==> src/hdl/rmd_pkg.sv <==
// rmd_pkg: shared types and constants for the rgba mip level downsampler
// used by rmd_front, rmd_back and the top level; depends on nothing
`timescale 1ns / 1ps

package rmd_pkg;

  localparam int PIXEL_W           = 32;
  localparam int LANE_W            = 9;
  localparam int PAIR_W            = 36;
  localparam int CFG_W             = 12;
  localparam int CFG_INDEX_W       = 2;
  localparam int ROW_W             = 11;
  localparam int MAX_HEIGHT        = 2048;
  localparam int DEFAULT_MAX_WIDTH = 2048;
  localparam int QUEUE_DEPTH       = 4;

  localparam logic [CFG_INDEX_W-1:0] REG_SOURCE_WIDTH  = 2'd0;
  localparam logic [CFG_INDEX_W-1:0] REG_SOURCE_HEIGHT = 2'd1;

  // what the back part does with one horizontal pair sum
  typedef enum logic [1:0] {
    OP_WRITE,
    OP_SELF,
    OP_READ
  } op_t;

  typedef struct packed {
    logic [PAIR_W-1:0] pair;
    op_t               op;
    logic              last;
  } work_t;

endpackage

==> src/hdl/rmd_front.sv <==
// rmd_front: config registers, raster counters and horizontal pairing
// depends on rmd_pkg; feeds work words to the back part through a queue
`timescale 1ns / 1ps

module rmd_front #(
  parameter int MAX_WIDTH = rmd_pkg::DEFAULT_MAX_WIDTH,
  parameter int AW        = (MAX_WIDTH / 2 > 1) ? $clog2(MAX_WIDTH / 2) : 1
) (
  input  logic                            clk,
  input  logic                            rst,
  input  logic                            cfg_valid,
  input  logic [rmd_pkg::CFG_INDEX_W-1:0] cfg_index,
  input  logic [rmd_pkg::CFG_W-1:0]       cfg_data,
  input  logic                            accept,
  input  logic [rmd_pkg::PIXEL_W-1:0]     pixel_rgba,
  output logic                            work_valid,
  output rmd_pkg::work_t                  work,
  output logic [AW-1:0]                   work_idx
);

  localparam int CW = $clog2(MAX_WIDTH);
  localparam int EW = $clog2(MAX_WIDTH + 1);

  logic [rmd_pkg::CFG_W-1:0]  source_width;
  logic [rmd_pkg::CFG_W-1:0]  source_height;
  logic [CW-1:0]              column_count;
  logic [rmd_pkg::ROW_W-1:0]  row_count;
  logic [rmd_pkg::PAIR_W-1:0] pair_sum;

  logic [EW-1:0]              eff_w;
  logic [rmd_pkg::CFG_W-1:0]  eff_h;
  logic                       w_one;
  logic                       h_one;
  logic [EW-1:0]              nw;
  logic [rmd_pkg::CFG_W-1:0]  nh;
  logic                       col_last;
  logic                       row_last;
  logic [rmd_pkg::PAIR_W-1:0] px;
  logic [rmd_pkg::PAIR_W-1:0] pair;
  logic                       have_pair;
  logic                       keep_even;
  logic [AW-1:0]              idx;
  logic [rmd_pkg::ROW_W-1:0]  oy;

  function automatic logic [rmd_pkg::PAIR_W-1:0] spread_lanes(
    input logic [rmd_pkg::PIXEL_W-1:0] p);
    logic [rmd_pkg::PAIR_W-1:0] r;
    r = '0;
    for (int ch = 0; ch < 4; ch++) begin
      r[rmd_pkg::LANE_W*ch +: rmd_pkg::LANE_W] = {1'b0, p[8*ch +: 8]};
    end
    return r;
  endfunction

  function automatic logic [rmd_pkg::PAIR_W-1:0] add_lanes(
    input logic [rmd_pkg::PAIR_W-1:0] a, input logic [rmd_pkg::PAIR_W-1:0] b);
    logic [rmd_pkg::PAIR_W-1:0] r;
    r = '0;
    for (int ch = 0; ch < 4; ch++) begin
      r[rmd_pkg::LANE_W*ch +: rmd_pkg::LANE_W] =
        a[rmd_pkg::LANE_W*ch +: rmd_pkg::LANE_W] + b[rmd_pkg::LANE_W*ch +: rmd_pkg::LANE_W];
    end
    return r;
  endfunction

  // clamp the programmed size into the supported range
  always_comb begin
    if (source_width == '0) begin
      eff_w = EW'(1);
    end else if (32'(source_width) > MAX_WIDTH) begin
      eff_w = EW'(MAX_WIDTH);
    end else begin
      eff_w = EW'(source_width);
    end
    if (source_height == '0) begin
      eff_h = rmd_pkg::CFG_W'(1);
    end else if (32'(source_height) > rmd_pkg::MAX_HEIGHT) begin
      eff_h = rmd_pkg::CFG_W'(rmd_pkg::MAX_HEIGHT);
    end else begin
      eff_h = source_height;
    end
  end

  assign w_one    = (eff_w == EW'(1));
  assign h_one    = (eff_h == rmd_pkg::CFG_W'(1));
  assign nw       = w_one ? EW'(1) : (eff_w >> 1);
  assign nh       = h_one ? rmd_pkg::CFG_W'(1) : (eff_h >> 1);
  assign col_last = (32'(column_count) + 32'd1 >= 32'(eff_w));
  assign row_last = (32'(row_count) + 32'd1 >= 32'(eff_h));
  assign px       = spread_lanes(pixel_rgba);

  always_comb begin
    pair      = add_lanes(pair_sum, px);
    have_pair = 1'b0;
    keep_even = 1'b0;
    idx       = '0;
    if (w_one) begin
      pair      = add_lanes(px, px);
      have_pair = 1'b1;
    end else if (column_count[0]) begin
      have_pair = 1'b1;
      idx       = AW'(column_count >> 1);
    end else if (!col_last) begin
      keep_even = 1'b1;
    end
    oy = h_one ? '0 : (row_count >> 1);

    work.pair  = pair;
    work.last  = (32'(idx) + 32'd1 == 32'(nw)) && (32'(oy) + 32'd1 == 32'(nh));
    work.op    = rmd_pkg::OP_WRITE;
    work_valid = 1'b0;
    if (h_one) begin
      work.op    = rmd_pkg::OP_SELF;
      work_valid = accept && have_pair;
    end else if (row_count[0]) begin
      work.op    = rmd_pkg::OP_READ;
      work_valid = accept && have_pair;
    end else if (!row_last) begin
      work_valid = accept && have_pair;
    end
    work_idx = idx;
  end

  always_ff @(posedge clk) begin
    if (rst) begin
      source_width  <= rmd_pkg::CFG_W'(1);
      source_height <= rmd_pkg::CFG_W'(1);
      column_count  <= '0;
      row_count     <= '0;
      pair_sum      <= '0;
    end else if (cfg_valid && (cfg_index == rmd_pkg::REG_SOURCE_WIDTH ||
                               cfg_index == rmd_pkg::REG_SOURCE_HEIGHT)) begin
      if (cfg_index == rmd_pkg::REG_SOURCE_WIDTH) begin
        source_width <= cfg_data;
      end else begin
        source_height <= cfg_data;
      end
      column_count <= '0;
      row_count    <= '0;
      pair_sum     <= '0;
    end else if (accept) begin
      if (keep_even) begin
        pair_sum <= px;
      end
      if (col_last) begin
        column_count <= '0;
        row_count    <= row_last ? '0 : row_count + 1'b1;
      end else begin
        column_count <= column_count + 1'b1;
      end
    end
  end

endmodule

==> config.mk <==
export PLATFORM = sky130hd
export DESIGN_NAME = rmd_front
export DESIGN_NICKNAME = d
export VERILOG_FILES = /design/src/hdl/rmd_pkg.sv /design/src/hdl/rmd_front.sv
export SDC_FILE = /design/constraint.sdc
export NUM_CORES = 1
export LEC_CHECK = 0
export BUFFER_PORTS_ARGS = -buffer_cell sky130_fd_sc_hd__buf_2
export CAP_MARGIN = 20
export CORE_MARGIN = 1
export CORE_UTILIZATION = 45
export CTS_CLUSTER_DIAMETER = 50
export CTS_CLUSTER_SIZE = 40
export DETAILED_ROUTE_END_ITERATION = 10
export PLACE_DENSITY_LB_ADDON = 0.25
export SETUP_SLACK_MARGIN = 0.5
export SYNTH_ARGS = -nofsm -noshare
export SYNTH_HDL_FRONTEND = slang
export SYNTH_SLANG_ARGS = --single-unit
==> constraint.sdc <==
create_clock -name clk -period 4.24 [get_ports clk]
set_input_delay 0.848 -clock clk [delete_from_list [all_inputs] [get_ports clk]]
set_output_delay 0.848 -clock clk [all_outputs]
set_load 0.005 [all_outputs]
==> impl_metrics.toml <==
[power_and_ir_drop]
leakagePower_nw = 4.07
p_sw_mw = 0.923
p_per_area_nw_per_um2 = 326
p_seq_share_pct = 27.7
peakVddDrop_mv = 0.167
comb_power_share_pct = 43.4
power.internal_mw = 1.87
switching_share_pct = 33.0
pwr-share-clk_pct = 29.0

[finish]
final_util_pct = 61.6
stdcell_area_um2 = 8590
antennaDiodeCount = 0
drive_gt1_share_pct = 30.3
fin_nets = 1118
finalNonFillerCells = 1188
area_growth_pct = 33.3

[routing]
drc = 0
via_per_inst = 5.49
post_drt_wl_per_cell_um = 16.0
drtIter0Drc = 452
postRouteAntennaNets = 0
wl_um = 19100
via_count = 6524
first_pass_iters = 5

[hold_path]
hold_path_class = "flip-flop to flip-flop"

[floorplan]
initial_utilization_pct = 46.2
fp.dieH_um = 122
die_width_um = 122
core_um2 = 13900
ios = 100
rows = 43
die_area_um2 = 14800

[timing]
finalCritPeriodShare_pct = 97.7
holdWs_ns = 0.480
skew_ns = 0.00482
period_minus_slack_ns = 4.14
hold_viol_final = 0
drv_slew = 0
setup_viol = 0
tightest_slew_ns = 0.749
maxSlewHeadroom_pct = 50.1
rsz0062_at_grt = "yes"
fmax_ghz = 0.241
fin_ws_ns = 0.0991

[critical_path]
cp_top_family = "simple AND/OR/NAND/NOR gates"
arrival_ns = 3.29
cp_max_fo = 5
critPathCapture = "work[20]"
worst-path-buf-inv = 6
cp-end-kind = "output pin"
path_cells = "nor4_4, nand4_1, buf_6, buf_8, buf_12, buf_12, nor2_4, a21o_1, inv_2, fa_2, nor2b_2, o21ai_2, a21boi_2, o21a_1, o21ai_1, nand2b_1, a21o_1, buf_2"
critical_path_depth = 18
reg2reg_from = "column_count[0]$_SDFFE_PP0P_"
rr_endpoint = "column_count[6]$_SDFFE_PP0P_"
start_kind = "flip-flop"
slowest_stage = "fa_2"
startpoint = "source_width[5]$_SDFFE_PP0P_"
rrSetupSlack_ns = 0.74
cpPeakStageDelay_ns = 0.37
r2r_cells = 13
path_class = "flip-flop to output pin"
critPathRequiredTime_ns = 3.39

[synthesis]
ys_top_cells_by_area = "dfxtp_1 24%, ha_1 12%, nand2_1 11%"
ys_types = 68
synthesis.nets = 981
ys_seq_elements = 78
async_flop_share_pct = 0
yosysTopAreaCell = "dfxtp_1"
syn_area_per_cell_um2 = 7.43
syn_area_um2 = 6440
yosysSeqAreaShare_pct = 24.2
syn_inst = 867
ys_warn_count = 0
synth_edf_count = 0
synth.most_common_cell = "nand2_1"
synth_flop_cell = "dfxtp_1"
ys_top_cells_by_count = "188 x nand2_1, 78 x dfxtp_1, 69 x nor2_1, 60 x ha_1, 56 x a21oi_1"
yosysTopAreaCellShare_pct = 24.2

[place]
dp_hpwl_um = 11800
place.gp.congestion = 0.855
place_area_um2 = 7120
dp.cells = 1115
io_buffers = 99
dp_slack_ns = 0.307

[clock_tree]
cts.path.max_buffers = 2
clock-sinks = 78
hold_buffers = 0
clkTransAtPathRegs_ns = 0.06
cts_buffers = 9
clk_latency_ns = 0.34
cts_tree = "yes"
cts-root-buf = "clkbuf_16"
cts.htree.levels = 3

[outcome]
status = "complete, no violations"

[run]
drv_cap = 0

[grt]
antenna_found_initial = 0
grt_pass1_wl_um = 29300
grt_pass1_vias = 5961
gr-total-overflow = 0
grt.total_usage_pct = 25.0
grt_max_degree = 34
[metrics by stage]
stage          power [mW]  setup TNS (ns)
6_report             2.80               0
5_1_grt              2.95          -0.200
4_1_cts              2.65               0
3_5_place_dp         1.58               0
3_3_place_gp         1.58               0
2_1_floorplan        1.33               0
[cell usage in the layout (no fill, tap or decap), types with 4 or more instances in the layout]
cell type,instances
a31oi_1,9
nand2_1,174
ha_4,12
nand2_2,11
nand3b_1,4
and3_1,15
xor2_1,19
mux2i_1,34
xnor2_2,8
nor4_1,5
nor3_1,6
o21ai_0,22
nand3_1,20
nand2b_1,18
a21oi_1,48
nor2_4,4
o21ai_1,8
fa_2,4
nand4_1,11
inv_1,24
xnor2_1,27
buf_6,16
o21ai_2,8
nand4b_1,6
nor2b_1,4
buf_12,5
buf_2,99
a21oi_2,8
ha_1,44
inv_2,9
a21o_1,24
ha_2,4
clkbuf_16,9
buf_4,52
dfxtp_1,74
nor2_1,64
a211oi_1,6
[how the worst min path moves through the flow]
stage                                        startpoint                       endpoint  slack (ns)  cells past startpoint
after floorplan           source_height[0]$_SDFFE_PP1P_  source_height[0]$_SDFFE_PP1P_        0.44                      2
after global placement     source_width[9]$_SDFFE_PP0P_   source_width[9]$_SDFFE_PP0P_        0.47                      2
after detailed placement  source_width[10]$_SDFFE_PP0P_  source_width[10]$_SDFFE_PP0P_        0.47                      2
after CTS                 source_width[10]$_SDFFE_PP0P_  source_width[10]$_SDFFE_PP0P_        0.48                      2
after global routing      source_height[7]$_SDFFE_PP0P_  source_height[7]$_SDFFE_PP0P_        0.50                      2
final                     source_height[7]$_SDFFE_PP0P_  source_height[7]$_SDFFE_PP0P_        0.48                      2
[flip-flops by register name, summed over array words and instances (netlist names)]
signal	count
source_width	12
source_height	12
pair_sum	32
row_count	11
column_count	11
[metal layers]
metal | track usage [%] | up-vias | share of wire, %
met5 | 0 | - | 0
met4 | 9.10 | 0 | 2.1
met3 | 4.82 | 27 | 5.2
met2 | 41.5 | 182 | 49
met1 | 32.0 | 3058 | 44
li1 | - | 3257 | -
[layout make-up]
| cell class | count | area [um2] |
|---|---|---|
| Multi-Input combinational cell | 702 | 5000 |
| Tap cell | 180 | 225 |
| Fill cell | 1200 | 5350 |
| Timing Repair Buffer | 179 | 1360 |
| Clock buffer | 12 | 256 |
| Sequential cell | 78 | 1570 |
| Inverter | 34 | 128 |
| Clock inverter | 3 | 43.8 |
[cells by family after synthesis]
group           after synthesis  synth area share, %
xor+xnor                     56                 7.62
flops                        78                 24.2
buf+inv                      88                 5.98
compound gates              163                 15.8
fa+ha+maj                    64                 12.9
simple gates                383                 28.0
mux                          35                 5.46
[worst min-delay path, cell delays in order, from the launching register on]
cell and delay, ns:
dfxtp_1 0.32, nand2_1 0.06, a21oi_1 0.05
[power groups by stage]
stage | Sequential, mW | Combinational (mW) | Clock, mW
floorplan | 0.786 | 0.542 | 0
global placement | 0.789 | 0.789 | 0
detailed placement | 0.789 | 0.795 | 0
CTS | 0.773 | 1.06 | 0.818
global route | 0.777 | 1.32 | 0.858
finish | 0.774 | 1.21 | 0.810
[what timing repair did]
action / CTS / global route
pin swaps: 56 / 31
setup buffers: 40 / 11
gates cloned: 6 / 1
gates resized for setup: 84 / 65
endpoints found under the setup margin: 54 / 67
Power figures use the tool's default switching activity.
