==> config.mk <==
export PLATFORM = sky130hd
export DESIGN_NAME = rmd_fifo
export DESIGN_NICKNAME = d
export VERILOG_FILES = /design/src/hdl/rmd_fifo.sv
export SDC_FILE = /design/constraint.sdc
export NUM_CORES = 1
export LEC_CHECK = 0
export ABC_AREA = 1
export BUFFER_PORTS_ARGS = -buffer_cell sky130_fd_sc_hd__buf_2
export CELL_PAD_IN_SITES_DETAIL_PLACEMENT = 1
export CELL_PAD_IN_SITES_GLOBAL_PLACEMENT = 1
export CORE_MARGIN = 2
export CORE_UTILIZATION = 50
export DETAILED_ROUTE_END_ITERATION = 10
export PLACE_DENSITY_LB_ADDON = 0.1
export SYNTH_ARGS = -nofsm -noshare
export SYNTH_HDL_FRONTEND = slang
export SYNTH_SLANG_ARGS = --single-unit
==> constraint.sdc <==
create_clock -name clk -period 5.47 [get_ports clk]
set_input_delay 0.2735 -clock clk [delete_from_list [all_inputs] [get_ports clk]]
set_output_delay 0.2735 -clock clk [all_outputs]
set_load 0.02 [all_outputs]
==> src/hdl/rmd_fifo.sv <==
// rmd_fifo: small register queue with occupancy count
// no dependencies
`timescale 1ns / 1ps

module rmd_fifo #(
  parameter int WIDTH = 32,
  parameter int DEPTH = 4,
  parameter int CNTW  = $clog2(DEPTH + 1)
) (
  input  logic             clk,
  input  logic             rst,
  input  logic             push,
  input  logic [WIDTH-1:0] wdata,
  input  logic             pop,
  output logic [WIDTH-1:0] rdata,
  output logic             empty,
  output logic             full,
  output logic [CNTW-1:0]  count
);

  localparam int PW = (DEPTH > 1) ? $clog2(DEPTH) : 1;

  logic [WIDTH-1:0] mem [DEPTH];
  logic [PW-1:0]    wptr;
  logic [PW-1:0]    rptr;
  logic             wr_en;
  logic             rd_en;

  assign empty = (count == '0);
  assign full  = (32'(count) == DEPTH);
  assign wr_en = push && !full;
  assign rd_en = pop && !empty;
  assign rdata = mem[rptr];

  always_ff @(posedge clk) begin
    if (wr_en) begin
      mem[wptr] <= wdata;
    end
  end

  always_ff @(posedge clk) begin
    if (rst) begin
      wptr  <= '0;
      rptr  <= '0;
      count <= '0;
    end else begin
      if (wr_en) begin
        wptr <= (32'(wptr) == DEPTH - 1) ? '0 : wptr + 1'b1;
      end
      if (rd_en) begin
        rptr <= (32'(rptr) == DEPTH - 1) ? '0 : rptr + 1'b1;
      end
      case ({wr_en, rd_en})
        2'b10:   count <= count + 1'b1;
        2'b01:   count <= count - 1'b1;
        default: count <= count;
      endcase
    end
  end

endmodule

==> impl_metrics.tcl, run 1 <==
set metrics [dict create \
    status "finished, final reports clean" \
    diodes 0 \
    port_buffers 72 \
    drt-initial-drc-count 194 \
    initial_core_util_pct 51.41 \
    drt_pass1_iterations 4 \
    p_sw_share_pct 32.74 \
    layout.cells.most_common "edfxtp_1" \
    pwr-share-clk_pct 34.7 \
    ctsResizeCount 0 \
    grt_remaining_overflow 0 \
    yosysSeqAreaShare_pct 76.15 \
    period_share_pct 52.68 \
    mostFrequentLayoutCells "128 x edfxtp_1, 74 x nor2_1, 72 x buf_2, 38 x o21ai_0, 32 x o22ai_1" \
    fmax_ghz 0.3470 \
    r2r_slack_ns 3.40 \
    synth_warnings 0 \
    ys_types 21 \
    rsz0062_at_grt "no" \
    hold_path.class "in -> reg" \
    setup-violations-final 0 \
    vias_per_cell 5.355 \
    route.detailed.wl_per_inst_um 19.43 \
    remaining_drc_errors 0 \
    core_mm2 0.01028 \
    period_needed_ns 2.882 \
    postRouteAntennaNets 0 \
    floorplan.rows 37 \
    slew_viol_final 0 \
    power_density_mw_per_mm2 522.8 \
    critPathKind "reg -> out" \
    syn_avg_cell_area_um2 13.87 \
    netlist_area_mm2 0.005284 \
    grt_pass1_wl_mm 19.28 \
    worstSkewPairLatency_ns 0.51 \
    p_sw_w 0.001134 \
    fin_skew_ns 0.006661 \
    synth-seq-cells 137 \
    pin_count 73 \
    cp.arrival_ns 2.61 \
    syn-num-nets 424 \
    pwr-share-comb_pct 26.3 \
    finalSetupTns_ns 0 \
    drv_cap 0 \
    critical_path_required_ns 5.20 \
    hpwl_mm 6.412 \
    cts_root_buffer "clkbuf_8" \
    gp_congestion 0.7118 \
    route.vias.total 3395 \
    htree_levels 4 \
    utilization_pct 64.49 \
    fillCellCount 1026 \
    path_max_fanout 65 \
    relSlewSlack_pct 20.14 \
    dieArea_mm2 0.01141 \
    grt_max_degree 66 \
    clock-sinks 137 \
    clkTransAtPathRegs_ns 0.06 \
    drive_gt1_share_pct 22.49 \
    p_int_w 0.002330 \
    grt_pass1_vias 3652 \
    cts_buffers 17 \
    hold_viol 0 \
    peakVddDrop_uv 249.5 \
    die_x_um 106.8 \
    p_seq_share_pct 39.0 \
    track_usage_pct 22.95 \
    syn_to_final_growth_pct 25.43 \
    p_leak_nw 2.450 \
    cts_max_path_buffers 2 \
    routed_wirelength_mm 12.32 \
    tightest_slew_ns 1.198 \
    antenna_found_initial 0 \
    cts_tree "yes" \
    nNetsFinal 528 \
    cp-start-kind "register" \
    chipHeight_um 106.8 \
    netlist_instances 381 \
    crit_path_end_kind "output port" \
]
[routing by layer]
| metal | GRT usage [%] | vias up | wire length (um) |
|---|---|---|---|
| met3 | 3.830 | 13 | 366 |
| met5 | 0 | - | 0 |
| met4 | 8.905 | 0 | 132 |
| li1 | - | 1605 | - |
| met1 | 27.31 | 1708 | 5141 |
| met2 | 41.58 | 69 | 6676 |
[cell usage after synthesis (all sizes together)]
library cell | instances | share of area (%)
nand2 | 14 | 1.0
ha | 6 | 1.4
fa | 1 | 0.38
nand3 | 1 | 0.095
nand3b | 2 | 0.28
dfxtp | 9 | 3.4
nand4 | 1 | 0.12
clkbuf | 1 | 0.071
edfxtp | 128 | 73
buf | 18 | 2.9
nor2 | 78 | 5.5
a21oi | 4 | 0.38
o22ai | 32 | 3.8
inv | 20 | 1.6
o21ai | 66 | 6.3
[registers in the layout, indices dropped and copies added, names as in the netlist, named ones only]
name   cells
wptr       2
rptr       2
count      3
mem      128
[through the flow]
step | setup WS [ns] | area (um^2) | hold WS, ns | total power, W | std cells
after floorplan | 2.922 | 5284 | 0.3724 | 0.001989 | 381
after global placement | 3.208 | 5695 | 0.4865 | 0.002226 | 571
after detailed placement | 3.112 | 5695 | 0.4933 | 0.002263 | 571
after CTS | 2.505 | 6628 | 0.003225 | 0.003490 | 634
after global routing | 2.316 | 6628 | 0.01293 | 0.003629 | 634
final | 2.588 | 6628 | 0.02082 | 0.003465 | 634
[cells by family (layout without fill, tap and decap cells)]
family	Yosys count	count (layout)	share of synthesized area, %
flip-flops	137	137	76.15
buffers and inverters	39	156	4.546
adder cells (fa/ha/maj)	7	7	1.800
AND/OR/NAND/NOR	96	96	7.080
AO/OA/AOI/OAI	102	102	10.42
[worst max-delay path, cell delays in order (launching register included)]
cell and delay, ns:
dfxtp_2 1.12, inv_8 0.35, o21ai_0 0.32, o22ai_1 0.11, buf_2 0.17
[timing repair]
action	in CTS	in global routing
setup buffers	0	0
endpoints found under the hold margin	121	0
hold buffers	31	0
[area by class of cell]
class                   instances  area [um^2]  area share, %
flip-flops and latches        137         4025          60.73
multi-input cells             205         1050          15.84
repair buffers                104        678.2          10.23
clock buffers                  18        417.9          6.305
clock inverters                14        203.9          3.077
well taps                     136        170.2          2.567
inverters                      20        82.58          1.246
[power by group through the flow]
stage	registers, W	clock network [W]	logic, W
final	0.00135	0.00120	0.000912
after global routing	0.00136	0.00126	0.00101
after CTS	0.00135	0.00122	0.000922
after detailed placement	0.00137	0	0.000893
after global placement	0.00136	0	0.000864
after floorplan	0.00133	0	0.000660
[final timing paths]
check | startpoint | to | depth (start not counted)
max | register | rdata[17] | 4
min | wdata[16] | mem[1][16]$_DFFE_PP_ | 1
max reg2reg | count[1]$_SDFFE_PP0P_ | mem[1][4]$_DFFE_PP_ | 4
min reg2reg | wptr[1]$_SDFFE_PP0P_ | wptr[1]$_SDFFE_PP0P_ | 2
Note: power is estimated with default switching activity, not from simulation.
==> run 2, diff against run 1 <==
--- a/config.mk
+++ b/config.mk
@@ -5,12 +5,12 @@
 export SDC_FILE = /design/constraint.sdc
 export NUM_CORES = 1
 export LEC_CHECK = 0
-export ABC_AREA = 1
+export ABC_AREA = 0
 export BUFFER_PORTS_ARGS = -buffer_cell sky130_fd_sc_hd__buf_2
 export CELL_PAD_IN_SITES_DETAIL_PLACEMENT = 1
 export CELL_PAD_IN_SITES_GLOBAL_PLACEMENT = 1
 export CORE_MARGIN = 2
-export CORE_UTILIZATION = 50
+export CORE_UTILIZATION = 49
 export DETAILED_ROUTE_END_ITERATION = 10
 export PLACE_DENSITY_LB_ADDON = 0.1
 export SYNTH_ARGS = -nofsm -noshare
==> constraint.sdc (replaced) <==
create_clock -name clk -period 2.9 [get_ports clk]
set_input_delay 0.145 -clock clk [delete_from_list [all_inputs] [get_ports clk]]
set_output_delay 0.145 -clock clk [all_outputs]
set_load 0.02 [all_outputs]
==> run 2 against run 1 <==
Sequential power increased by 87%. Register-to-register slack got worse by 3.0 ns. Global-route usage shrank 4.1 points. Non-clock buffer count is 8 higher. Via count shrank 26%. Highest routed layer unchanged. Die area decreased by 1.4%. Clock skew is 0.0019 ns lower. Wire length decreased by 23%.
==> impl_metrics.tcl, run 2 <==
set metrics [dict create \
    status "finished, final reports clean" \
    synth-seq-cells 137 \
    initial_core_util_pct 49.87 \
    setup-violations-final 0 \
    top_regs "mem x128, count x3" \
    syn-num-nets 264 \
    crit_chain "or3b_1, and2_4, inv_1, ha_1, inv_1, fa_1, xor2_1, or3_2, a21oi_1" \
    yosysSeqAreaShare_pct 78.86 \
    cts_buffers 17 \
    synth_top_area_cell "edfxtp_1" \
    cts_root_buffer "clkbuf_8" \
    die_x_um 106.0 \
    floorplan.rows 37 \
    gp_congestion 0.6868 \
    drt-initial-drc-count 118 \
    crit_slowest_cell "or3b_1" \
    p_total_w 0.005830 \
    synth_warnings 0 \
    cp-start-kind "register" \
    remaining_drc_errors 0 \
    cts_max_path_buffers 2 \
    dieArea_mm2 0.01125 \
    ctsResizeCount 0 \
    rsz0062_at_grt "no" \
    tightest_slew_ns 0.8520 \
    ys_types 28 \
    grt_pass1_wl_mm 15.31 \
    relSlewSlack_pct 43.20 \
    cts_tree "yes" \
    postRouteAntennaNets 0 \
    top_register "mem" \
    synth_top_area_share_pct 75.33 \
    clock-sinks 137 \
    fmax_ghz 0.3924 \
    seq_area_mm2 0.004026 \
    hold_path.class "in -> reg" \
    route.detailed.wl_per_inst_um 19.26 \
    period_share_pct 87.88 \
    yosys.cell_count.top_type "edfxtp_1" \
    grt_pass1_vias 2750 \
    critPathKind "reg -> reg" \
    routed_wirelength_mm 9.478 \
    cp_common_cell "inv_1" \
    path_max_fanout 9 \
    design_area_mm2 0.006579 \
    peakVddDrop_uv 472.6 \
    fin_skew_ns 0.004794 \
    cp.arrival_ns 3.00 \
    syn_avg_cell_area_um2 23.09 \
    synth_edf_count 128 \
    finalSetupTns_ns 0 \
    diodes 0 \
    power_density_mw_per_mm2 886.1 \
    mostFrequentLayoutCells "128 x edfxtp_1, 72 x buf_2, 34 x dlygate4sd3_1, 32 x mux4_2, 16 x clkbuf_16" \
    critPathBufInv 2 \
    antenna_found_initial 0 \
    hold_viol 0 \
    nNetsFinal 386 \
    postCtsSetupBuffers 0 \
    netlist_instances 221 \
    p_leak_nw 2.320 \
    slew_viol_final 0 \
    syn_to_final_growth_pct 28.94 \
    crit_path_max_incr_delay_ns 0.50 \
    htree_levels 4 \
    worstSkewPairLatency_ns 0.51 \
    largest_register_ffs 128 \
    layout.cells.most_common "edfxtp_1" \
    synthFlopType "edfxtp_1" \
    drt_pass1_iterations 4 \
    track_usage_pct 18.84 \
    grt_remaining_overflow 0 \
    route.vias.total 2527 \
    critical_path_required_ns 3.35 \
    drv_cap 0 \
    synthTopCellsByCount "128 x edfxtp_1, 32 x mux4_2, 9 x dfxtp_1" \
    clkTransAtPathRegs_ns 0.06 \
    path_delay_family "simple AND/OR/NAND/NOR gates" \
    chipHeight_um 106.0 \
    period_needed_ns 2.549 \
    crit_path_end_kind "register" \
    fillCellCount 884 \
    core_mm2 0.01023 \
    netlist_area_mm2 0.005102 \
    placed_cell_area_mm2 0.005665 \
    drive_gt1_share_pct 41.01 \
    multi_input_area_um2 996.0 \
    r2r_slack_ns 0.35 \
    grt_max_degree 33 \
    synthTopCellsByArea "edfxtp_1 75%, mux4_2 14%, dfxtp_1 3.5%" \
    vias_per_cell 5.136 \
    async_reset_ff_share_pct 0 \
    hpwl_mm 5.756 \
    port_buffers 72 \
    pin_count 73 \
]
## run 2: cell type report
cell class              instances  area share (%)
clock buffers                  17           6.295
clock inverters                15           2.415
inverters                       8          0.4564
multi-input cells              67           15.14
flip-flops and latches        137           61.20
well taps                     136           2.587
repair buffers                112           11.91
## run 2: path summary, 6_finish.rpt
check	from	end	cells past startpoint
worst max-delay path	count[2]$_SDFFE_PP0P_	count[2]$_SDFFE_PP0P_	9
worst min-delay path	pop	register	4
worst max register to register	count[2]$_SDFFE_PP0P_	count[2]$_SDFFE_PP0P_	9
worst min register to register	count[2]$_SDFFE_PP0P_	count[2]$_SDFFE_PP0P_	2
## run 2: logic make-up (layout without fill, tap and decap cells)
logic type                 count (synthesis)  in the layout  share of synthesized area (%)
adders and majority gates                  7              7                          1.864
muxes                                     33             33                          14.32
DFF                                      137            137                          78.86
buffers and inverters                     17            152                          1.643
AOI/OAI and AO/OA                          8              8                          1.030
xor gates and xnor gates                   2              2                         0.3434
and+or+nand+nor                           17             17                          1.937
## run 2: routing by layer
| metal | share of wire, % | wire (um) | global-route usage (%) |
|---|---|---|---|
| met1 | 43 | 4081 | 25.26 |
| met2 | 52 | 4925 | 30.28 |
| met3 | 3.8 | 360 | 5.028 |
| met4 | 1.2 | 111 | 6.485 |
| met5 | 0 | 0 | 0 |
## run 2: power by group
part           switching (W)  leakage, nW  internal (W)
Combinational       0.000681        0.800      0.000566
Clock               0.000771        0.271       0.00129
Sequential          0.000141         1.25       0.00238
Total                0.00159         2.32       0.00424
## run 2: worst register-to-register path: stages (launching register included)
cell and delay (ns):
dfxtp_1 0.40, or3b_1 0.50, and2_4 0.22, inv_1 0.05, ha_1 0.19, inv_1 0.06, fa_1 0.37, xor2_1 0.16
or3_2 0.40, a21oi_1 0.13
## run 2: metrics by stage
step | hold WS, ns | utilization, % | setup slack (ns) | instances
6_report | 0.1097 | 64.30 | 0.3514 | 492
3_5_place_dp | 0.3640 | 55.37 | 0.3622 | 426
2_1_floorplan | 0.2439 | - | 0.3965 | 221
3_3_place_gp | 0.3574 | 55.37 | 0.4260 | 426
4_1_cts | 0.08901 | 64.30 | 0.3391 | 492
5_1_grt | 0.1227 | 64.30 | 0.1669 | 492
## run 2: what timing repair did
action                                  CTS  global route
hold buffers                             34             0
hold endpoints to repair                137             0
endpoints found under the setup margin    0             0
